<file path="config.mk">
export PLATFORM = sky130hd
export DESIGN_NAME = tskrb_unit
export DESIGN_NICKNAME = d
export VERILOG_FILES = /design/src/design/tskrb_pkg.sv /design/src/design/tskrb_unit.sv
export SDC_FILE = /design/constraint.sdc
export NUM_CORES = 2
export LEC_CHECK = 0
export BUFFER_PORTS_ARGS = -buffer_cell sky130_fd_sc_hd__buf_2
export CAP_MARGIN = 5
export CORE_AREA = 2 2 317 319
export CTS_CLUSTER_DIAMETER = 50
export CTS_CLUSTER_SIZE = 16
export DETAILED_ROUTE_END_ITERATION = 16
export DIE_AREA = 0 0 319 321
export PLACE_DENSITY = 0.69
export SLEW_MARGIN = 10
export SYNTH_ARGS = -nofsm -noshare
export SYNTH_HDL_FRONTEND = slang
export SYNTH_SLANG_ARGS = --single-unit
</file>
<file path="constraint.sdc">
create_clock -name clk -period 9.1 [get_ports clk]
set_input_delay 0.91 -clock clk [delete_from_list [all_inputs] [get_ports clk]]
set_output_delay 0.91 -clock clk [all_outputs]
set_load 0.005 [all_outputs]
</file>
<file path="src/design/tskrb_pkg.sv">
`timescale 1ns / 1ps
// ----------------------------------------------------------------------------
// tskrb_pkg
// shared types, codes and saturating fixed point helpers for the rate/bias
// kalman filter
// ----------------------------------------------------------------------------
package tskrb_pkg;

  localparam int WORD_BITS = 32;
  localparam int FRAC_BITS = 16;
  localparam int PROD_BITS = 2 * WORD_BITS;
  localparam int QUO_BITS  = WORD_BITS + FRAC_BITS;
  localparam int QCNT_BITS = $clog2(QUO_BITS + 1);

  typedef logic signed [WORD_BITS-1:0] word_t;

  localparam word_t WORD_MAX = word_t'({1'b0, {(WORD_BITS-1){1'b1}}});
  localparam word_t WORD_MIN = word_t'({1'b1, {(WORD_BITS-1){1'b0}}});

  // config register indexes
  localparam logic [2:0] REG_QX = 3'd0;
  localparam logic [2:0] REG_QB = 3'd1;
  localparam logic [2:0] REG_RX = 3'd2;
  localparam logic [2:0] REG_C  = 3'd3;

  typedef struct packed {
    logic [15:0]        time_step;
    logic signed [31:0] meas_pos;
    logic signed [31:0] meas_rate;
  } in_word_t;

  typedef struct packed {
    logic signed [31:0] est_pos;
    logic signed [31:0] est_rate;
    logic signed [31:0] bias_out;
  } out_word_t;

  typedef struct packed {
    logic [2:0] idx;
    logic [31:0] data;
  } cfg_word_t;

  // operation codes of the shared unit
  typedef enum logic [1:0] {
    OP_MUL,
    OP_DIV
  } op_t;

  typedef struct packed {
    logic  start;
    op_t   op;
    word_t a;
    word_t b;
  } unit_req_t;

  typedef struct packed {
    logic  done;
    word_t y;
  } unit_rsp_t;

  // sequencer states
  typedef enum logic [2:0] {
    S_IDLE,
    S_ISSUE,
    S_WAIT,
    S_DONE
  } state_t;

  function automatic word_t sadd(word_t a, word_t b);
    logic signed [WORD_BITS:0] s;
    s = {a[WORD_BITS-1], a} + {b[WORD_BITS-1], b};
    if (s[WORD_BITS] != s[WORD_BITS-1]) return s[WORD_BITS] ? WORD_MIN : WORD_MAX;
    return s[WORD_BITS-1:0];
  endfunction

  function automatic word_t ssub(word_t a, word_t b);
    logic signed [WORD_BITS:0] s;
    s = {a[WORD_BITS-1], a} - {b[WORD_BITS-1], b};
    if (s[WORD_BITS] != s[WORD_BITS-1]) return s[WORD_BITS] ? WORD_MIN : WORD_MAX;
    return s[WORD_BITS-1:0];
  endfunction

endpackage

</file>
<file path="src/design/tskrb_unit.sv">
`timescale 1ns / 1ps
// ----------------------------------------------------------------------------
// tskrb_unit
// shared fixed point multiply / divide unit: one signed product or one
// restoring divide, a quotient bit per cycle
// ----------------------------------------------------------------------------
module tskrb_unit (
  input  logic               clk,
  input  logic               rst,
  input  tskrb_pkg::unit_req_t req,
  output tskrb_pkg::unit_rsp_t rsp
);
  import tskrb_pkg::*;

  localparam int MAG_BITS = WORD_BITS;

  logic                     busy;
  logic                     mul_stage;
  logic                     neg;
  logic [QCNT_BITS-1:0]     cnt;
  logic [MAG_BITS-1:0]      ma;
  logic [MAG_BITS-1:0]      mb;
  logic [PROD_BITS-1:0]     prod;
  logic [QUO_BITS-1:0]      num;
  logic [QUO_BITS-1:0]      quo;
  logic [MAG_BITS:0]        rem;
  logic                     is_div;
  logic                     done;
  word_t                    y;

  logic [MAG_BITS-1:0]      mag_a;
  logic [MAG_BITS-1:0]      mag_b;
  logic [MAG_BITS:0]        rem_sh;
  logic [PROD_BITS-1:0]     prod_sh;

  always_comb begin
    mag_a  = req.a[WORD_BITS-1] ? MAG_BITS'(-req.a) : MAG_BITS'(req.a);
    mag_b  = req.b[WORD_BITS-1] ? MAG_BITS'(-req.b) : MAG_BITS'(req.b);
    rem_sh = {rem[MAG_BITS-1:0], num[QUO_BITS-1]};
    prod_sh = prod >> FRAC_BITS;
  end

  // saturate a magnitude to the signed word range
  function automatic word_t fin(logic n, logic [QUO_BITS+WORD_BITS-1:0] m);
    logic [QUO_BITS+WORD_BITS-1:0] lim;
    logic [QUO_BITS+WORD_BITS-1:0] v;
    lim = (QUO_BITS+WORD_BITS)'(WORD_MAX) + (QUO_BITS+WORD_BITS)'(n);
    v = (m > lim) ? lim : m;
    return n ? word_t'(-v) : word_t'(v);
  endfunction

  always_ff @(posedge clk) begin
    if (rst) begin
      busy <= 1'b0;
      mul_stage <= 1'b0;
      done <= 1'b0;
    end else if (req.start) begin
      is_div <= (req.op == OP_DIV);
      ma <= mag_a;
      mb <= mag_b;
      num <= {mag_a, {FRAC_BITS{1'b0}}};
      rem <= '0;
      quo <= '0;
      cnt <= QCNT_BITS'(QUO_BITS);
      if (req.op == OP_DIV) begin
        neg <= req.a[WORD_BITS-1];
        mul_stage <= 1'b0;
        if (req.b[WORD_BITS-1] || req.b == '0) begin
          // divisor not positive: quotient is zero
          y <= '0;
          busy <= 1'b0;
          done <= 1'b1;
        end else begin
          busy <= 1'b1;
          done <= 1'b0;
        end
      end else begin
        neg <= req.a[WORD_BITS-1] ^ req.b[WORD_BITS-1];
        mul_stage <= 1'b1;
        busy <= 1'b0;
        done <= 1'b0;
      end
    end else if (mul_stage) begin
      prod <= PROD_BITS'(ma) * PROD_BITS'(mb);
      mul_stage <= 1'b0;
      busy <= 1'b1;
      done <= 1'b0;
    end else if (busy && !is_div) begin
      y <= fin(neg, (QUO_BITS+WORD_BITS)'(prod_sh));
      busy <= 1'b0;
      done <= 1'b1;
    end else if (busy) begin
      num <= num << 1;
      if (rem_sh >= {1'b0, mb}) begin
        rem <= rem_sh - {1'b0, mb};
        quo <= {quo[QUO_BITS-2:0], 1'b1};
      end else begin
        rem <= rem_sh;
        quo <= {quo[QUO_BITS-2:0], 1'b0};
      end
      cnt <= cnt - 1'b1;
      busy <= (cnt != QCNT_BITS'(1));
      done <= 1'b0;
    end else begin
      done <= 1'b0;
    end
  end

  // divide result is formed the cycle after the last quotient bit
  logic div_fin;
  always_ff @(posedge clk) begin
    if (rst) div_fin <= 1'b0;
    else div_fin <= busy && is_div && cnt == QCNT_BITS'(1);
  end

  assign rsp.done = done || div_fin;
  assign rsp.y = div_fin ? fin(neg, (QUO_BITS+WORD_BITS)'(quo)) : y;

endmodule

</file>
==> results.txt <==
The flow ran to the end, and the final reports show no timing, DRC or antenna violations. The number of core rows came out at 116. Setup repair after global routing left no endpoint under its margin. The initial utilization of the core area, before any placement, comes to 0.494.

The library cell used most frequently in the layout, excluding fill and tap cells, is sky130_fd_sc_hd__inv_1. The startpoint of the lowest-slack hold path is busy$_SDFF_PP0_. The maximum number of pins on one net before global-route repair is 105. The number of flops mapped to enable cells by yosys came out at 264. In this run the tool buffered the top-level ports with 101 buffer cells.

Dividing the detail-routed wire length by the instance count gives 20.0 µm. The post-layout utilization of the core is 0.529. The post-CTS setup buffer count came out at 0. The kind of capture point of the worst setup path is a register. The count of maximum capacitance violations is 0. The number of setup violations in the final report came out at 0.

The maximum count of clock buffers along a single path came out at 3. The proportion of layout cells with a drive suffix above 1 came out at 0.0658. The final instance count without filler cells is 6,524.

The routed design has 131 mm of wire. The wire length of the first global-routing pass is 209 mm. The required arrival time at the worst endpoint is 9420 ps.

The tree is rooted in a sky130_fd_sc_hd__clkbuf_16. The total overflow left after global routing is 0. The number of nets handed over by synthesis was 6,532.

The die footprint came out at 0.102 mm². The number of detailed-routing iterations run before antenna repair is 6. The startpoint identified for the worst register-to-register timing path is mb[26]$_DFFE_PP_. The half-perimeter wire length after detailed placement is 104 mm. The DRC violation total after the first TritonRoute iteration came out at 2,809.

The setup clock skew after layout came out at 33.7 ps. In this run, post-CTS hold repair placed 0 buffers. The path class of the tightest hold or removal check is register to register. A synthesized cell averages 9.42 µm².

The synthesized design contains 268 register bits. The element type at the critical path start is a register. The distinct cell type count after synthesis is 73. The area used by multi-input combinational logic came out at 0.0364 mm².

In the global route stage, met3 resource usage came out at 0.0922. Clock-pin slew was measured on the worst setup and hold paths at 70 ps. The netlist area before placement came out at 0.0490 mm².

The sequential share of the synthesized area is 0.163. The number of global-route vias before repair is 37,500. The met2 track utilization from global routing came out at 0.392. The critical path in this run is classified as register to register. The number of nets in the layout is 6,522. After synthesis, the share of flip-flops with an asynchronous set or reset is 0.

The vias per cell is 5.53. The total of fill cells in the finished design is 8,886. The total via count after detailed routing is 36,100. The initial antenna violation count came out at 6. The synthesized instance count came out at 5,205. The time the final worst path needs with I/O delays and setup came out at 8460 ps. The setup TNS is 0 ps.

The highest clock frequency the design can meet came out at 118 MHz. The die is 321 µm tall. The met1 track demand over resource in global routing came out at 0.363. The storage element area is 0.00801 mm². The boundary pin count came out at 102. The number of H-tree levels is 2. The count of final max-slew check failures is 0. The number of diodes is 0. The relative slew slack came out at 0.132. The clock reaches the later pin of the worst-skew pair after 610 ps. The fraction of the cycle the final worst path needs is 0.929. CTS saw 268 sinks. Tracing the worst setup path back leads to its startpoint at mb[26]$_DFFE_PP_. The total track usage came out at 0.261. The total core area came out at 0.0993 mm². The layer flagged by global routing as most heavily used is met2. The number of gates resized after cts is 0.

The remaining antenna violation count after routing is 0. The data arrival time of the critical path is 8780 ps. The actual slew at the worst max-slew pin is 1300 ps.

At the end of routability-driven placement, the weighted congestion stood at 0.921. The most used flip-flop cell after synthesis is sky130_fd_sc_hd__edfxtp_1. The number of endpoints with negative hold slack in the final report came to 0. The TritonCTS clock tree is built. Compared with the post-synthesis result, the final layout area differs by 7.16%. The clock buffer count from CTS is 40. During synthesis, Yosys emitted a total of 0 warnings. After detailed placement, the design holds a cell count of 6,451.

The width of the chip is 319 µm. In the layout the commonest cells are 972 x sky130_fd_sc_hd__inv_1, 896 x sky130_fd_sc_hd__fa_1, 591 x sky130_fd_sc_hd__nand2_1, 590 x sky130_fd_sc_hd__and2_1, 362 x sky130_fd_sc_hd__ha_1. The highest net fanout along the worst path is 23. In the routed design, unresolved DRC markers number 0.
==> cell type report <==
type                       instances  share of cell area
clock buffer                      41              0.0191
clock inverter                    32             0.00834
inverter                         975              0.0697
multi-input combinational       3695               0.693
sequential                       268               0.152
tap                             1298              0.0309
timing repair buffer             215              0.0269
==> cells by family after synthesis <==
logic type,after synthesis,share of synthesized area
xor+xnor,139,0.0248
compound gates,544,0.0715
mux,52,0.0112
simple gates,1702,0.175
buf+inv,1242,0.0952
flops,268,0.163
fa+ha+maj,1258,0.458
==> state kept, by name (all words and copies together), names as in the netlist <==
name	cells
prod	48
quo	48
ma	32
mb	32
num	32
rem	32
y	32
cnt	6
busy	1
div_fin	1
done	1
is_div	1
mul_stage	1
neg	1
==> routing by layer <==
metal  part of all wire  routed length (µm)  vias to the layer above
li1                   -                   -                    16200
met1               0.43               56100                    18000
met2               0.43               56400                     1623
met3               0.12               15700                      209
met4              0.019                2480                        2
met5            0.00010                  13                        -
==> stage by stage <==
step	cell area, µm²	setup slack (ps)	hold slack (ps)
floorplan	49000	1550	453
global placement	51100	861	473
detailed placement	51100	734	475
CTS	52500	723	487
global route	52500	291	536
finish	52500	645	489
==> Yosys cell counts, types with 11 or more instances <==
master                       n  share of area
sky130_fd_sc_hd__inv_1     973          0.075
sky130_fd_sc_hd__fa_1      896           0.37
sky130_fd_sc_hd__nand2_1   591          0.045
sky130_fd_sc_hd__and2_1    590          0.075
sky130_fd_sc_hd__ha_1      362          0.092
sky130_fd_sc_hd__edfxtp_1  264           0.16
sky130_fd_sc_hd__clkbuf_1  261          0.020
sky130_fd_sc_hd__nor2_1    227          0.017
sky130_fd_sc_hd__a21oi_1   152          0.016
sky130_fd_sc_hd__o21ai_0   121          0.012
sky130_fd_sc_hd__xnor2_1   101          0.018
sky130_fd_sc_hd__a21o_1     87          0.013
sky130_fd_sc_hd__nor2b_1    55         0.0070
sky130_fd_sc_hd__nor3_1     39         0.0040
sky130_fd_sc_hd__xor2_1     38         0.0068
sky130_fd_sc_hd__nand3_1    32         0.0033
sky130_fd_sc_hd__nand4_1    32         0.0041
sky130_fd_sc_hd__mux2i_1    30         0.0061
sky130_fd_sc_hd__nor4_1     27         0.0034
sky130_fd_sc_hd__o31ai_1    24         0.0037
sky130_fd_sc_hd__mux2_2     22         0.0051
sky130_fd_sc_hd__or3_1      22         0.0028
sky130_fd_sc_hd__o21a_1     21         0.0032
sky130_fd_sc_hd__or4_1      19         0.0029
sky130_fd_sc_hd__and3_1     18         0.0023
sky130_fd_sc_hd__a211oi_1   16         0.0025
sky130_fd_sc_hd__a31oi_1    15         0.0019
sky130_fd_sc_hd__nand2b_1   14         0.0018
sky130_fd_sc_hd__or2_2      13         0.0017
sky130_fd_sc_hd__a221oi_1   12         0.0021
sky130_fd_sc_hd__o41ai_1    11         0.0020
==> worst paths after layout <==
| path | endpoint | slack (ps) | depth (start not counted) |
|---|---|---|---|
| worst max-delay path | prod[56]$_DFFE_PP_ | 640 | 22 |
| worst min-delay path | div_fin$_SDFF_PP0_ | 490 | 2 |
| worst max register to register | prod[56]$_DFFE_PP_ | 640 | 22 |
| worst min register to register | div_fin$_SDFF_PP0_ | 490 | 2 |
==> critical path, cell delays in order, from the launching register on <==
cell                       delay (ps)
sky130_fd_sc_hd__edfxtp_1        1220
sky130_fd_sc_hd__nand2_1          230
sky130_fd_sc_hd__fa_1             610
sky130_fd_sc_hd__inv_1             60
sky130_fd_sc_hd__fa_1             550
sky130_fd_sc_hd__fa_1             430
sky130_fd_sc_hd__fa_1             490
sky130_fd_sc_hd__fa_1             540
sky130_fd_sc_hd__fa_1             490
sky130_fd_sc_hd__fa_1             540
sky130_fd_sc_hd__inv_1             60
sky130_fd_sc_hd__fa_1             530
sky130_fd_sc_hd__inv_1             40
sky130_fd_sc_hd__ha_1             360
sky130_fd_sc_hd__a21o_1           240
sky130_fd_sc_hd__o21ai_0          240
sky130_fd_sc_hd__a211oi_1         120
sky130_fd_sc_hd__nor3_1           260
sky130_fd_sc_hd__nand3_1          260
sky130_fd_sc_hd__a211oi_1         410
sky130_fd_sc_hd__nor3b_1          120
sky130_fd_sc_hd__o21ai_0          240
sky130_fd_sc_hd__a22oi_1          130
Power is left out: the tool's default activity adds up to more than one toggle a clock period on the data nets, which glitch-free logic cannot reach.
